File: config.mk
export PLATFORM = sky130hd
export DESIGN_NAME = json_string_unescaper
export DESIGN_NICKNAME = d
export VERILOG_FILES = /design/src/jsu_pkg.sv /design/src/jsu_decode.sv /design/src/jsu_out_queue.sv /design/src/json_string_unescaper.sv
export SDC_FILE = /design/constraint.sdc
export NUM_CORES = 1
export LEC_CHECK = 0
export ABC_AREA = 1
export CAP_MARGIN = 15
export CORE_MARGIN = 5
export CORE_UTILIZATION = 33
export DETAILED_ROUTE_END_ITERATION = 7
export DONT_BUFFER_PORTS = 1
export PLACE_DENSITY = 0.52
export RECOVER_POWER = 50
export SETUP_SLACK_MARGIN = 0.15
export SYNTH_ARGS = -nofsm -noshare
export SYNTH_HDL_FRONTEND = slang
export SYNTH_SLANG_ARGS = --single-unit
File: constraint.sdc
create_clock -name clock -period 4.4 [get_ports clock]
set_clock_uncertainty 0.05 [all_clocks]
set_input_delay 0.66 -clock clock [delete_from_list [all_inputs] [get_ports clock]]
set_output_delay 0.66 -clock clock [all_outputs]
set_load 0.005 [all_outputs]
File: src/jsu_pkg.sv
`timescale 1ns / 1ps
// ----------------------------------------------------------------------------
// jsu_pkg: shared types and constants for the JSON string unescaper
// Decoder modes, status codes, the result beat type and the character
// constants used by the escape and UTF-8 logic.
// ----------------------------------------------------------------------------
package jsu_pkg;

   typedef enum logic [1:0] {
      MODE_OPEN  = 2'd0,
      MODE_PLAIN = 2'd1,
      MODE_ESC   = 2'd2,
      MODE_HEX   = 2'd3
   } mode_type;

   typedef enum logic [1:0] {
      STATUS_OK         = 2'd0,
      STATUS_FRAMING    = 2'd1,
      STATUS_BAD_ESCAPE = 2'd2
   } status_type;

   typedef struct packed {
      logic [7:0] out_byte;
      logic       is_status;
      status_type status;
   } item_type;

   localparam int MAX_PUSH = 3;

   // A decoded input byte yields up to three result beats.
   typedef struct packed {
      logic [1:0]   count;
      item_type [MAX_PUSH-1:0] item;
   } push_type;

   localparam logic [7:0] CHAR_QUOTE     = 8'h22;
   localparam logic [7:0] CHAR_BACKSLASH = 8'h5C;
   localparam logic [7:0] CHAR_U         = 8'h75;

   localparam logic [7:0]  UTF8_CONT       = 8'h80;
   localparam logic [7:0]  UTF8_LEAD2      = 8'hC0;
   localparam logic [7:0]  UTF8_LEAD3      = 8'hE0;
   localparam logic [15:0] UTF8_ONE_LIMIT  = 16'h0080;
   localparam logic [15:0] UTF8_TWO_LIMIT  = 16'h0800;

   // Bit 4 flags a valid hex digit, bits 3:0 carry its value.
   function automatic logic [4:0] hex_digit(input logic [7:0] c);
      logic [4:0] r;
      r = 5'd0;
      if (c >= 8'h30 && c <= 8'h39) begin
         r = {1'b1, 4'(c - 8'h30)};
      end else if (c >= 8'h61 && c <= 8'h66) begin
         r = {1'b1, 4'(c - 8'h57)};
      end else if (c >= 8'h41 && c <= 8'h46) begin
         r = {1'b1, 4'(c - 8'h37)};
      end
      return r;
   endfunction

   function automatic logic [7:0] map_escape(input logic [7:0] c);
      logic [7:0] r;
      unique case (c)
         8'h62:   r = 8'h08;
         8'h66:   r = 8'h0C;
         8'h6E:   r = 8'h0A;
         8'h72:   r = 8'h0D;
         8'h74:   r = 8'h09;
         default: r = c;
      endcase
      return r;
   endfunction

endpackage

File: src/jsu_decode.sv
`timescale 1ns / 1ps
// ----------------------------------------------------------------------------
// jsu_decode: escape decoder
// Holds the per-string parse state and turns one registered input byte into
// zero to three result beats combinationally.
// ----------------------------------------------------------------------------
module jsu_decode (
   input  logic              clock,
   input  logic              reset,
   input  logic              in_valid,
   input  logic [7:0]        in_byte,
   input  logic              in_final,
   output jsu_pkg::push_type push
);
   import jsu_pkg::*;

   mode_type    mode_ff, mode_in;
   logic [1:0]  hex_count_ff, hex_count_in;
   logic [15:0] code_acc_ff, code_acc_in;
   logic        open_bad_ff, open_bad_in;
   logic        escape_bad_ff, escape_bad_in;

   logic [4:0]  hex;
   logic [15:0] code;
   logic        halted;

   assign hex    = hex_digit(in_byte);
   assign code   = {code_acc_ff[11:0], hex[3:0]};
   assign halted = open_bad_ff | escape_bad_ff;

   // Next state.
   always_comb begin
      mode_in       = mode_ff;
      hex_count_in  = hex_count_ff;
      code_acc_in   = code_acc_ff;
      open_bad_in   = open_bad_ff;
      escape_bad_in = escape_bad_ff;
      if (in_valid) begin
         if (in_final) begin
            mode_in       = MODE_OPEN;
            hex_count_in  = 2'd0;
            code_acc_in   = 16'd0;
            open_bad_in   = 1'b0;
            escape_bad_in = 1'b0;
         end else if (mode_ff == MODE_OPEN) begin
            open_bad_in = (in_byte != CHAR_QUOTE);
            mode_in     = MODE_PLAIN;
         end else if (!halted) begin
            unique case (mode_ff)
               MODE_PLAIN: begin
                  if (in_byte == CHAR_BACKSLASH) mode_in = MODE_ESC;
               end
               MODE_ESC: begin
                  if (in_byte == CHAR_U) begin
                     mode_in      = MODE_HEX;
                     hex_count_in = 2'd0;
                     code_acc_in  = 16'd0;
                  end else begin
                     mode_in = MODE_PLAIN;
                  end
               end
               MODE_HEX: begin
                  if (!hex[4]) begin
                     escape_bad_in = 1'b1;
                     mode_in       = MODE_PLAIN;
                     hex_count_in  = 2'd0;
                     code_acc_in   = 16'd0;
                  end else if (hex_count_ff == 2'd3) begin
                     mode_in      = MODE_PLAIN;
                     hex_count_in = 2'd0;
                     code_acc_in  = 16'd0;
                  end else begin
                     hex_count_in = hex_count_ff + 2'd1;
                     code_acc_in  = code;
                  end
               end
               MODE_OPEN: begin
               end
               default: begin
               end
            endcase
         end
      end
   end

   // Result beats.
   always_comb begin
      push = '0;
      if (in_valid) begin
         if (in_final) begin
            push.count             = 2'd1;
            push.item[0].is_status = 1'b1;
            // A framing fault outranks a bad escape.
            if (mode_ff == MODE_OPEN || open_bad_ff || in_byte != CHAR_QUOTE) begin
               push.item[0].status = STATUS_FRAMING;
            end else if (escape_bad_ff || mode_ff == MODE_HEX) begin
               push.item[0].status = STATUS_BAD_ESCAPE;
            end else begin
               push.item[0].status = STATUS_OK;
            end
         end else if (mode_ff != MODE_OPEN && !halted) begin
            unique case (mode_ff)
               MODE_PLAIN: begin
                  if (in_byte != CHAR_BACKSLASH) begin
                     push.count            = 2'd1;
                     push.item[0].out_byte = in_byte;
                  end
               end
               MODE_ESC: begin
                  if (in_byte != CHAR_U) begin
                     push.count            = 2'd1;
                     push.item[0].out_byte = map_escape(in_byte);
                  end
               end
               MODE_HEX: begin
                  if (hex[4] && hex_count_ff == 2'd3) begin
                     if (code < UTF8_ONE_LIMIT) begin
                        push.count            = 2'd1;
                        push.item[0].out_byte = code[7:0];
                     end else if (code < UTF8_TWO_LIMIT) begin
                        push.count            = 2'd2;
                        push.item[0].out_byte = UTF8_LEAD2 | {3'd0, code[10:6]};
                        push.item[1].out_byte = UTF8_CONT | {2'd0, code[5:0]};
                     end else begin
                        push.count            = 2'd3;
                        push.item[0].out_byte = UTF8_LEAD3 | {4'd0, code[15:12]};
                        push.item[1].out_byte = UTF8_CONT | {2'd0, code[11:6]};
                        push.item[2].out_byte = UTF8_CONT | {2'd0, code[5:0]};
                     end
                  end
               end
               MODE_OPEN: begin
               end
               default: begin
               end
            endcase
         end
      end
   end

   always_ff @(posedge clock) begin
      if (reset) begin
         mode_ff       <= MODE_OPEN;
         hex_count_ff  <= 2'd0;
         code_acc_ff   <= 16'd0;
         open_bad_ff   <= 1'b0;
         escape_bad_ff <= 1'b0;
      end else begin
         mode_ff       <= mode_in;
         hex_count_ff  <= hex_count_in;
         code_acc_ff   <= code_acc_in;
         open_bad_ff   <= open_bad_in;
         escape_bad_ff <= escape_bad_in;
      end
   end

endmodule

File: src/jsu_out_queue.sv
`timescale 1ns / 1ps
// ----------------------------------------------------------------------------
// jsu_out_queue: result queue
// Small register queue that takes up to three beats per cycle from the
// decoder and hands out one beat per cycle on the result channel on pop.
// ----------------------------------------------------------------------------
module jsu_out_queue #(
   parameter int DEPTH = 8
) (
   input  logic                         clock,
   input  logic                         reset,
   input  jsu_pkg::push_type            push,
   input  logic                         pop,
   output logic                         out_valid,
   output jsu_pkg::item_type            out_item,
   output logic [$clog2(DEPTH+1)-1:0]   count
);
   import jsu_pkg::*;

   localparam int PW = $clog2(DEPTH);
   localparam int CW = $clog2(DEPTH + 1);
   localparam logic [PW:0] DEPTH_W = (PW + 1)'(DEPTH);

   item_type    slots_ff [DEPTH];
   logic [PW-1:0] wr_ptr_ff, wr_ptr_in;
   logic [PW-1:0] rd_ptr_ff, rd_ptr_in;
   logic [CW-1:0] count_ff, count_in;
   logic [PW:0]   wr_sum [MAX_PUSH+1];
   logic [PW-1:0] wr_idx [MAX_PUSH+1];
   logic [PW:0]   rd_sum;

   always_comb begin
      for (int i = 0; i <= MAX_PUSH; i++) begin
         wr_sum[i] = {1'b0, wr_ptr_ff} + (PW + 1)'(i);
         if (wr_sum[i] >= DEPTH_W) wr_sum[i] = wr_sum[i] - DEPTH_W;
         wr_idx[i] = wr_sum[i][PW-1:0];
      end
   end

   assign rd_sum    = {1'b0, rd_ptr_ff} + (PW + 1)'(1);
   assign rd_ptr_in = pop ? ((rd_sum >= DEPTH_W) ? PW'(rd_sum - DEPTH_W) : rd_sum[PW-1:0])
                          : rd_ptr_ff;
   assign wr_ptr_in = wr_idx[push.count];
   assign count_in  = count_ff + CW'(push.count) - CW'(pop);

   always_ff @(posedge clock) begin
      if (reset) begin
         wr_ptr_ff <= '0;
         rd_ptr_ff <= '0;
         count_ff  <= '0;
      end else begin
         wr_ptr_ff <= wr_ptr_in;
         rd_ptr_ff <= rd_ptr_in;
         count_ff  <= count_in;
      end
   end

   always_ff @(posedge clock) begin
      for (int i = 0; i < MAX_PUSH; i++) begin
         if (2'(i) < push.count) slots_ff[wr_idx[i]] <= push.item[i];
      end
   end

   assign out_valid = (count_ff != '0);
   assign out_item  = slots_ff[rd_ptr_ff];
   assign count     = count_ff;

endmodule

File: src/json_string_unescaper.sv
`timescale 1ns / 1ps
// ----------------------------------------------------------------------------
// json_string_unescaper: JSON string unescaper, top level
// Input byte register, escape decoder and result queue.
// ----------------------------------------------------------------------------
// The block takes one input byte per cycle while req_ready is high, and
// each byte is captured in the input register, decoded combinationally in
// the next cycle and written as zero to three beats into the result queue,
// whose registered slots then offer the first result beat. A \u
// escape expands to up to three UTF-8 beats while the result port drains at
// most one beat per cycle, so sustained throughput is one input byte per
// cycle for plain text and is set by the result port otherwise. req_ready
// falls while the queue cannot take three more beats for every byte in
// flight; with the default FIFO_DEPTH of 8, even a result port drained at
// one beat per cycle holds off a byte that follows soon after a three-beat
// escape, and a slower drain stalls the input for longer. Each string ends
// with exactly one status beat.
module json_string_unescaper #(
   parameter int FIFO_DEPTH = 8
) (
   input  logic       clock,
   input  logic       reset,
   input  logic       req_valid,
   output logic       req_ready,
   input  logic [7:0] req_data_byte,
   input  logic       req_final_byte,
   output logic       rsp_valid,
   input  logic       rsp_ready,
   output logic [7:0] rsp_out_byte,
   output logic       rsp_is_status,
   output logic [1:0] rsp_status
);
   import jsu_pkg::*;

   localparam int CW = $clog2(FIFO_DEPTH + 1);
   localparam logic [CW+1:0] READY_LIMIT = (CW + 2)'(FIFO_DEPTH - MAX_PUSH);

   logic          stage_valid_ff, stage_valid_in;
   logic [7:0]    stage_byte_ff;
   logic          stage_final_ff;
   push_type      push;
   item_type      head;
   logic [CW-1:0] fifo_count;
   logic [CW+1:0] committed;
   logic          req_fire;

   // Room is reserved for the byte in the input register and the new one.
   assign committed = (CW + 2)'(fifo_count) + (stage_valid_ff ? (CW + 2)'(MAX_PUSH) : '0);
   assign req_ready = (committed <= READY_LIMIT);
   assign req_fire  = req_valid & req_ready;
   assign stage_valid_in = req_fire;

   always_ff @(posedge clock) begin
      if (reset) begin
         stage_valid_ff <= 1'b0;
      end else begin
         stage_valid_ff <= stage_valid_in;
      end
   end

   always_ff @(posedge clock) begin
      if (req_fire) begin
         stage_byte_ff  <= req_data_byte;
         stage_final_ff <= req_final_byte;
      end
   end

   jsu_decode u_decode (
      .clock    (clock),
      .reset    (reset),
      .in_valid (stage_valid_ff),
      .in_byte  (stage_byte_ff),
      .in_final (stage_final_ff),
      .push     (push)
   );

   jsu_out_queue #(
      .DEPTH (FIFO_DEPTH)
   ) u_out_queue (
      .clock     (clock),
      .reset     (reset),
      .push      (push),
      .pop       (rsp_valid & rsp_ready),
      .out_valid (rsp_valid),
      .out_item  (head),
      .count     (fifo_count)
   );

   assign rsp_out_byte  = head.out_byte;
   assign rsp_is_status = head.is_status;
   assign rsp_status    = head.status;

   a_queue_bound: assert property (@(posedge clock) disable iff (reset)
      (CW + 1)'(fifo_count) <= (CW + 1)'(FIFO_DEPTH))
      else $error("result queue holds more beats than its depth");

   a_room_for_decode: assert property (@(posedge clock) disable iff (reset)
      stage_valid_ff |-> ((CW + 2)'(fifo_count) <= READY_LIMIT))
      else $error("decoder may write into a queue without room for three beats");

   a_status_byte_zero: assert property (@(posedge clock) disable iff (reset)
      (rsp_valid && rsp_is_status) |-> (rsp_out_byte == 8'd0))
      else $error("status beat carries a non-zero byte");

   a_data_status_ok: assert property (@(posedge clock) disable iff (reset)
      (rsp_valid && !rsp_is_status) |-> (rsp_status == STATUS_OK))
      else $error("data beat carries a non-zero status");

endmodule
Word level (Yosys, flattened, before mapping)
Memories as Yosys holds them, arrays and structs flattened. A register that Yosys moved wholly into a read port is not among the register bits. Index checks and enable logic that the tools add are counted.

Output and inout port bits: 13. Logic and storage cells: 173. Bits in registers: 38. Memories: 1. RAM bits: 88. Input port bits: 13.

Memories: u_out_queue.slots_ff (depth 8, bits a word 11, read ports 1, clocked after Yosys merged registers in 1, wr ports 3, line jsu_out_queue.sv:24) `item_type slots_ff [DEPTH];`.

Bitwise logic cells: 4. Reductions and logical operators: 20. Add/subtract/negate cells: 16. Magnitude comparators: 18. Equality and inequality tests: 21. Multiplexer cells: 82.

Operator list (number): 8-bit two-way mux (16); 12-bit two-way mux (6); 8-bit by 7-bit == test with 1-bit output, second input constant (7); 8-bit one-hot mux with 5 select lines (1); 2-bit two-way mux (18); 10-bit two-way mux (3); 3-bit two-way mux (10); 12-bit one-hot mux with 2 select lines (1); 8-bit one-hot mux with 3 select lines (1); 4-bit greater-or-equal comparator, second input constant (4); 8-bit by 7-bit greater-or-equal comparator with 1-bit output, second input constant (2); 8-bit by 7-bit <= comparator with 1-bit output, second input constant (2); 16-bit by 12-bit < comparator with 1-bit output, second input constant (1); 16-bit by 8-bit < comparator with 1-bit output, second input constant (1); 1-bit two-way mux (16); 8-bit by 7-bit inequality test with 1-bit output, second input constant (2); 5-bit two-way mux (3); 5-bit AND reduction (3); 3-bit by 1-bit subtractor with 3-bit output, second input constant (5); 6-bit two-way mux (2); 2-bit one-hot mux with 3 select lines (2); 11-bit two-way mux (1); 3-bit by 1-bit adder with 4-bit output, second input constant (2); 3-bit by 2-bit adder with 4-bit output, second input constant (2); 35 further kinds (50).

Logic depth before layout (Yosys ltp)
Gate-level depths: netlist of the first run.

Depth after elaboration: 17. Depth in mapped cells: 19. Gate-level depth less buffers: 19.

Cells and area by module
From an unflattened synthesis of the first run, not the netlist that was laid out.

Cell total of the unflattened synthesis: 1280. Area total of the unflattened synthesis: 9085.0 sq um.

Modules (own cells, without submodules): jsu_out_queue (cells an instance 943, instances 1, area an instance 6842.8 sq um, sequential area each 2902.8 sq um); jsu_decode (cells an instance 304, instances 1, area an instance 1818.0 sq um, sequential area each 360.3 sq um); json_string_unescaper (cells an instance 33, instances 1, area an instance 424.2 sq um, sequential area each 290.3 sq um).

Least setup slack after synthesis of the first run
OpenSTA, ideal clock, no wires.

Kind: register to register. From: reg stage_byte_ff[0]. To: reg u_out_queue.count_ff[3], in the netlist u_out_queue.count[3]. Cell stages (with the launch flop): 20. Period minus slack after synthesis: 2732 ps. Data required time: 4280 ps. Slack: 1668 ps. Arrival time: 2612 ps. Path through: edfxtp_1 -> inv_1 -> ha_1 -> inv_1 -> nand2_1 -> nand2_1 -> nand2_1 -> nand2_4 -> nand2_8 -> nand4_4 -> nor2_4 -> inv_2 -> ha_1 -> inv_1 -> ha_1 -> nand2_1 -> nor2_1 -> a211oi_1 -> o21ai_0 -> a21oi_1.

Cells in the longest elaborated chain, start to end: 15.

Ends and longest elaborated chain: start, declared (line json_string_unescaper.sv:39) `logic [7:0] stage_byte_ff;`; start signal, assigned (line json_string_unescaper.sv:63) `stage_byte_ff <= req_data_byte;`; 8-bit by 7-bit greater-or-equal comparator with 1-bit output / 8-bit by 7-bit <= comparator with 1-bit output (equally long branches) (line jsu_pkg.sv:54) `end else if (c >= 8'h41 && c <= 8'h46) begin`; 1-bit logical AND (line jsu_pkg.sv:54); 5-bit two-way mux (line jsu_pkg.sv:54); 5-bit two-way mux (line jsu_pkg.sv:52) `end else if (c >= 8'h61 && c <= 8'h66) begin`; 5-bit two-way mux (line jsu_pkg.sv:50) `if (c >= 8'h30 && c <= 8'h39) begin`; 16-bit by 12-bit < comparator with 1-bit output (line jsu_decode.sv:120) `end else if (code < UTF8_TWO_LIMIT) begin`; 1-bit two-way mux (line jsu_decode.sv:120); 2-bit two-way mux (line jsu_decode.sv:117) `if (code < UTF8_ONE_LIMIT) begin`; 10-bit two-way mux (line jsu_decode.sv:116) `if (hex[4] && hex_count_ff == 2'd3) begin`; 2-bit one-hot mux with 3 select lines (*) (line jsu_decode.sv:102) `unique case (mode_ff)`; 10-bit two-way mux (*) (line jsu_decode.sv:101) `end else if (mode_ff != MODE_OPEN && !halted) begin`; 2-bit two-way mux (*) (line jsu_decode.sv:90) `if (in_final) begin`; 10-bit two-way mux (*) (line jsu_decode.sv:89) `if (in_valid) begin`; 4-bit by 2-bit adder with 4-bit output (*) (line jsu_out_queue.sv:44) `assign count_in = count_ff + CW'(push.count) - CW'(pop);`; 4-bit by 1-bit subtractor with 4-bit output (*) (line jsu_out_queue.sv:44); end signal, assigned (line jsu_out_queue.sv:54) `count_ff <= count_in;`; end, declared (line jsu_out_queue.sv:27) `logic [CW-1:0] count_ff, count_in;`.

Mark *: on every way between the ends. The rest lies on a longest branch, timed or not. A chain may end at the register's enable or synchronous reset.

==> results of run 1 <==
worst min path at each step:
stage	end	cells past startpoint
floorplan	flop	2
global route	u_out_queue.count[1]	1
detailed placement	u_out_queue.slots_ff[1][0]	2
global placement	u_out_queue.rd_ptr_ff[2]	2
CTS	u_out_queue.count[1]	1
finish	u_out_queue.count[1]	1
power breakdown:
part	leakage, uW	internal (uW)	switching (uW)
logic	0.00228	356	795
clock network	0.000293	859	563
registers	0.00114	1420	126
worst max-delay path: stages (launching register included):
cell	delay (ns)
edfxtp_1	0.47
inv_1	0.17
ha_1	0.20
inv_1	0.06
nand2_1	0.06
nand2_1	0.05
nand2_1	0.05
nand2_1	0.14
nand2_1	0.30
nand4_1	0.30
nor2_4	0.27
nand2_1	0.12
nor2_1	0.51
nor2_1	0.25
nand2_1	0.35
sequential cells by signal (all words and copies together) (netlist names), named ones only:
signal	flops
u_out_queue.slots_ff	88
u_decode.escape_bad_ff	1
u_out_queue.wr_ptr_ff	1
u_decode.open_bad_ff	1
u_decode.code_acc_ff	12
u_decode.mode_ff	2
stage_byte_ff	8
stage_final_ff	1
u_out_queue.count	4
u_out_queue.rd_ptr_ff	3
stage_valid_ff	1
u_decode.hex_count_ff	2
kinds of logic (layout without fill, tap and decap cells):
group / count (synthesis) / in the layout / share of synthesized area, %
xor+xnor: 3 / 3 / 0.338
buf+inv: 136 / 143 / 7.09
simple gates: 586 / 586 / 31.8
flops: 129 / 129 / 41.6
compound gates: 219 / 219 / 15.3
fa+ha+maj: 23 / 23 / 3.90
through the flow:
step / hold WS, ns / worst slack, ns / cells
finish: 0.254 / 0.666 / 1422
detailed placement: 0.417 / 1.14 / 1390
global placement: 0.405 / 1.17 / 1390
global route: 0.232 / 0.467 / 1422
CTS: 0.237 / 0.951 / 1422
floorplan: 0.383 / 1.67 / 1096
cell usage after synthesis, types with 17 or more instances:
cell	n
a21oi_1	68
clkbuf_1	20
dfxtp_1	64
edfxtp_1	65
ha_1	21
inv_1	83
nand2_1	213
nand3_1	37
nor2_1	288
o21ai_0	87
o21ai_1	18
o22ai_1	17
final cells by class:
type,count,area [sq um],share of cell area (%)
inverter,104,394,4.59
clock buffer,23,533,6.21
tap,319,399,4.65
clock inverter,9,63.8,0.744
multi-input combinational,831,3910,45.6
timing repair buffer,7,45.0,0.525
sequential,129,3230,37.7
layer usage:
| layer | share of wire, % | vias up | GRT usage [%] | routed length [um] |
|---|---|---|---|---|
| li1 | - | 3580 | - | - |
| met1 | 45 | 3300 | 25.6 | 11200 |
| met2 | 46 | 291 | 29.3 | 11200 |
| met3 | 6.4 | 45 | 3.36 | 1580 |
| met4 | 2.5 | 0 | 6.40 | 618 |
| met5 | 0 | - | 0 | 0 |
==> summary.md, run 1 <==
| Metric | Value |
|---|---|
| Run status | finished clean |
| GPL Wtd Cong | 0.972 |
| R2R cell count | 14 |
| Crit path arrival time | 3.77 ns |
| Row count | 56 |
| Num CTS Buffers | 17 |
| Hold_sp | reset |
| CTS tree | done |
| Die Wd | 163 um |
| Starting Density | 33.3% |
| Area grow syn2layout | 10.5% |
| Crit start category | flop |
| Post-synth EDFFs | between 60 and 70 |
| First-pass GRT wire length | 37600 um |
| Most common cell after layout, fill and taps aside | nor2_1 |
| Pin count of the biggest net entering global routing | 43 |
| Layout net count | 1126 |
| Total GRT Usage | a little under a fifth |
| Routed Antenna Nets | 0 |
| Post-DR vias/cell | ~5.1 |
| Total power | roughly 4100 uW |
| Initial antenna violation count | 0 |
| Post-cts resize count | 0 |
| Tightest Pin Transition | 1.10 ns |
| I/O Buffers | 0 |
| Seq/Total Area, Yosys | 41.6% |
| # hold bufs at CTS | 0 |
| Minimum clock period | 3.73 ns |
| Total negative slack | 0 ns |
| WL/cell | 17.3 um |
| Pins Over Slew Limit | 0 |
| YS warnings | 0 |
| Type of the worst min-delay path | in -> reg |
| Cell variety after synth | 44 |
| Post-synth ARST share | 0% |
| Diode count | 0 |
| Main synth FF type | edfxtp_1 |
| Vias after detailed routing | ~7200 |
| Post-CTS Setup Inserts | 0 |
| Vias in the first global route | around 6500 |
| Die Height | 163 um |
| Setup crit start | stage_byte_ff[0] |
| R2R Setup Slk | 0.67 ns |
| Post-DP HPWL | approximately 18000 um |
| Remaining DRCs | 0 |
| Total grt overflow | 0 |
| Setup crit end kind | flop |
| Die area | 26700 sq um |
| Worst Path Required | roughly 4.4 ns |
| Power per Cell Area | 480 nW/um^2 |
| RSZ-0062 raised after global routing | false |
| Maximum fanout along the worst path | 9 |
| Slew headroom | approximately a quarter |
| Largest cells by area after synthesis | edfxtp_1, dfxtp_1, nor2_1 |
| CTS Sinks | 129 |
| Leading cell types in the layout, fill and taps excluded | nor2_1, nand2_1, o21ai_0 |
| Area of the mapped netlist | just under 8000 sq um |
| Synth area leader | edfxtp_1 |
| Top-area cell type share of the netlist area | 25.1% |
| Iter 0 DRT Violations | 669 |
| Synthesized net count | ~1100 |
| CTS root buf | clkbuf_16 |
| Core Region | 23300 sq um |
| Peak Freq | approximately 270 MHz |
| Clk slew on worst S/H paths | 0.06 ns |
| CP endpoint | u_out_queue.slots_ff[3][6] |
| Final period utilization | 84.9% |
| IO Pins | 26 |
| Yosys reg bits | 129 |
| Syn Area/Cell | 7.09 sq um |
| Worst setup path category | reg -> reg |
| Peak supply drop | 0.205 mV |
| Static Leak | roughly 0.0037 uW |
| Final setup vio count | 0 |
| Detailed Routing Iterations Pass 1 | 5 |
| Placed cell area | 8060 sq um |
| CTS H-Tree Depth | 4 |
| Share of cells above drive strength 1 | under 10% |
| Worst-Skew Late Latency | roughly 0.43 ns |
| Fill count | 2503 |
| DRT Wirelength | 24600 um |
| R2r endpoint | u_out_queue.slots_ff[3][6] |
| Post-Synthesis Cells | 1096 |
| Final core utilization | 36.8% |
| Max Cap Violations | 0 |
| Reg2reg start | stage_byte_ff[0] |
| Longest Clk Path Bufs | 2 |
| Fin. Hold Viols | 0 |
| Fin area | 8580 sq um |
Power figures use the tool's default switching activity.
==> inputs of run 2 (changes only) <==
ABC_AREA = 0   (was 1)
PLACE_DENSITY = 0.53   (was 0.52)
clock period = 3.06 ns   (was 4.4 ns; I/O delays follow)
==> run 2 against run 1 <==
  * Area after synthesis decreased by 1.6%
  * Wire length increased by 0.95%
  * Sequential power grew 32%
  * Critical path depth down 3
  * Worst hold slack worse by 0.21 ns
  * Clock power grew 32%
  * Non-clock buffer count grew 103
  * Largest power group unchanged
==> summary.md, run 2 <==
| Metric | Value |
|---|---|
| Initial antenna violation count | 0 (unchanged) |
| Met2 wire len | 11300 um (+0.12%) |
| Crit start category | flop |
| Row count | 55 (-1.8%) |
| Starting Density | 33.7% (+0.37 points) |
| CTS root buf | clkbuf_16 |
| Total grt overflow | 0 (unchanged) |
| Pin count of the biggest net entering global routing | 31 (-28%) |
| Total power | 5200 uW (+26%) |
| I/O Buffers | 0 (unchanged) |
| Final period utilization | 95.1% (+10 points) |
| Remaining DRCs | 0 (unchanged) |
| Run status | finished clean |
| Core Region | 22700 sq um (-2.7%) |
| Post-Synthesis Cells | 764 (-30%) |
| Worst Path Required | 3.14 ns (-1.30 ns) |
| GPL Wtd Cong | 0.958 (-1.4%) |
| Total GRT Usage | 18.8% (+0.32 points) |
| Peak supply drop | 0.443 mV (+120%) |
| Worst setup path category | reg -> reg |
| Area of the mapped netlist | 7640 sq um (-1.6%) |
| Fin area | 9430 sq um (+9.9%) |
| Detailed Routing Iterations Pass 1 | 6 (+1) |
| Longest Clk Path Bufs | 2 (unchanged) |
| Final setup vio count | 0 (unchanged) |
| Cell variety after synth | 86 (+95%) |
| Total negative slack | 0 ns (unchanged) |
| Cell breakdown of the critical path | inv_1 -> ha_1 -> o21bai_1 -> a21oi_2 -> o211a_1 -> inv_6 -> or3_1 -> nand2_2 -> nor2_1 -> inv_1 -> buf_12 |
| Mux contribution to synthesized area | 10.6% (+11 points) |
| Top-count cell post-synth | nand2_1 |
| Clk slew on worst S/H paths | 0.06 ns (about the same) |
| Largest family of logic cells by synthesized area | simple AND/OR/NAND/NOR gates |
| Vias in the first global route | 6192 (-4.6%) |
| Layout net count | 893 (-21%) |
| Maximum fanout along the worst path | 15 (+6) |
| Top cells by count, synth | nand2_1, nor2_1, edfxtp_1 |
| Share of cells above drive strength 1 | 26.4% (+20 points) |
| Crit path arrival time | 2.99 ns (-0.78 ns) |
| Largest register FFs | 88 (unchanged) |
| Die Wd | 162 um (-0.74%) |
| Routed Antenna Nets | 0 (unchanged) |
| Area grow syn2layout | 23.3% |
| Die area | 26300 sq um (-1.5%) |
| IO Pins | 26 (unchanged) |
| Met3 Routed Length | 1320 um (-17%) |
| CTS tree | done |
| Die Height | 162 um (-0.74%) |
| First-pass GRT wire length | 37900 um (+0.83%) |
| Post-Synth XOR/XNOR Area | 1.03% (+0.69 points) |
| Slowest cell delay on critical path | 0.45 ns (-0.06 ns) |
| Tightest Pin Transition | 0.774 ns (-0.329 ns) |
| Most common cell after layout, fill and taps aside | nand2_1 |
| Peak Freq | 344 MHz (+28%) |
| Static Leak | 0.00340 uW (-8.5%) |
| Synthesized net count | 800 (-29%) |
| Minimum clock period | 2.91 ns (-0.825 ns) |
| Post-synth ARST share | 0% (unchanged) |
| # hold bufs at CTS | 0 (unchanged) |
| Yosys reg bits | 129 (unchanged) |
| Leading cell types in the layout, fill and taps excluded | nand2_1, buf_4, edfxtp_1 |
| DRT Wirelength | 24900 um (+0.95%) |
| Main synth FF type | edfxtp_1 |
| YS warnings | 0 (unchanged) |
| Adder-Cell Fraction of Synth Area | 4.09% (+0.19 points) |
| Type of the worst min-delay path | in -> reg |
| Post-DR vias/cell | 5.59 (+10%) |
| Setup crit end kind | flop |
| Vias after detailed routing | 6454 (-11%) |
| Power per Cell Area | 552 nW/um^2 (+15%) |
| RSZ-0062 raised after global routing | true |
| WL/cell | 21.5 um (+24%) |
| Worst-Skew Late Latency | 0.43 ns (about the same) |
| Pins Over Slew Limit | 0 (unchanged) |
| Diode count | 0 (unchanged) |
| Placed cell area | 8660 sq um (+7.4%) |
| Seq/Total Area, Yosys | 42.3% (+0.67 points) |
| Top-area cell type share of the netlist area | 25.5% (+0.40 points) |
| Met1 wire length | 11800 um (+5.5%) |
| Iter 0 DRT Violations | 605 (-9.6%) |
| Max Cap Violations | 0 (unchanged) |
| Largest cells by area after synthesis | edfxtp_1, dfxtp_1, mux4_2 |
| CTS Sinks | 129 (unchanged) |
| Fin. Hold Viols | 0 (unchanged) |
| Post-synth EDFFs | 65 (unchanged) |
| Top Metal Used | met4 |
| Syn Area/Cell | 10.0 sq um (+41%) |
| Post-DP HPWL | 18700 um (+6.3%) |
| Num CTS Buffers | 17 (unchanged) |
| Synth Area in Compound Gates | 18.1% (+2.8 points) |
| Critical path's slowest cell | or3_1 |
| Post-Synth Simple-Gate Area | 20.0% (-12 points) |
| Most used cell, CP | inv_1 |
| CTS H-Tree Depth | 4 (unchanged) |
| Synth area leader | edfxtp_1 |
| Slew headroom | 48.4% (+22 points) |
==> run 2: worst max-delay path, delay by kind of cell, from the launching register on <==
family	cells	cell delay [ns]
flops	1	0.38
compound gates	3	0.68
buf+inv	4	0.50
fa+ha+maj	1	0.27
simple gates	3	0.71
==> run 2: area by class of cell <==
cell class              count  area (sq um)
fillers                  2250         13300
multi-input cells         573          4290
flip-flops and latches    129          3230
repair buffers            110           903
clock buffers              21           460
well taps                 285           357
inverters                  26           103
clock inverters            11          77.6
==> run 2: cell families (layout without fill, tap and decap cells) <==
kind of cell,after synthesis,count (layout)
and+or+nand+nor,303,303
adders and majority gates,24,24
buffers and inverters,63,168
DFF,129,129
AOI/OAI and AO/OA,184,185
xor gates and xnor gates,9,9
muxes,52,52
==> run 2: final timing paths <==
| path | from | to | slack, ns | depth (start not counted) |
|---|---|---|---|---|
| max | stage_byte_ff[1] | u_out_queue.slots_ff[7][3] | 0.15 | 11 |
| min | reset | u_out_queue.count[3] | 0.05 | 1 |
| max reg2reg | stage_byte_ff[1] | u_out_queue.slots_ff[7][3] | 0.15 | 11 |
| min reg2reg | u_out_queue.slots_ff[3][2] | u_out_queue.slots_ff[3][2] | 0.42 | 2 |
==> run 2: routing by layer <==
layer	global-route usage (%)	vias to the layer above
met4	5.54	0
met1	26.9	3102
met2	29.3	225
li1	-	3086
met5	0	-
met3	3.43	41
==> run 2: power by group <==
part	switching [uW]	leakage (uW)	internal [uW]
combinational	700	0.00209	581
sequential	95.2	0.00104	1940
clock	801	0.000265	1080
==> run 2: stage by stage <==
stage	hold WS [ns]	setup WS, ns	util (%)	instances
after floorplan	0.376	0.124	-	764
after global placement	0.400	0.0434	38.1	1107
after detailed placement	0.394	0.0804	38.1	1107
after CTS	0.0277	0.139	40.6	1140
after global routing	0.0346	0.0406	41.5	1155
final	0.0450	0.151	41.5	1155
==> run 2: timing repair <==
item                       4_1_cts  5_1_grt
gates resized for setup          4       33
setup buffers                    1       14
setup endpoints to repair       38      132
gates cloned                     0        1
pin swaps                        1        4
hold endpoints to repair         0        0
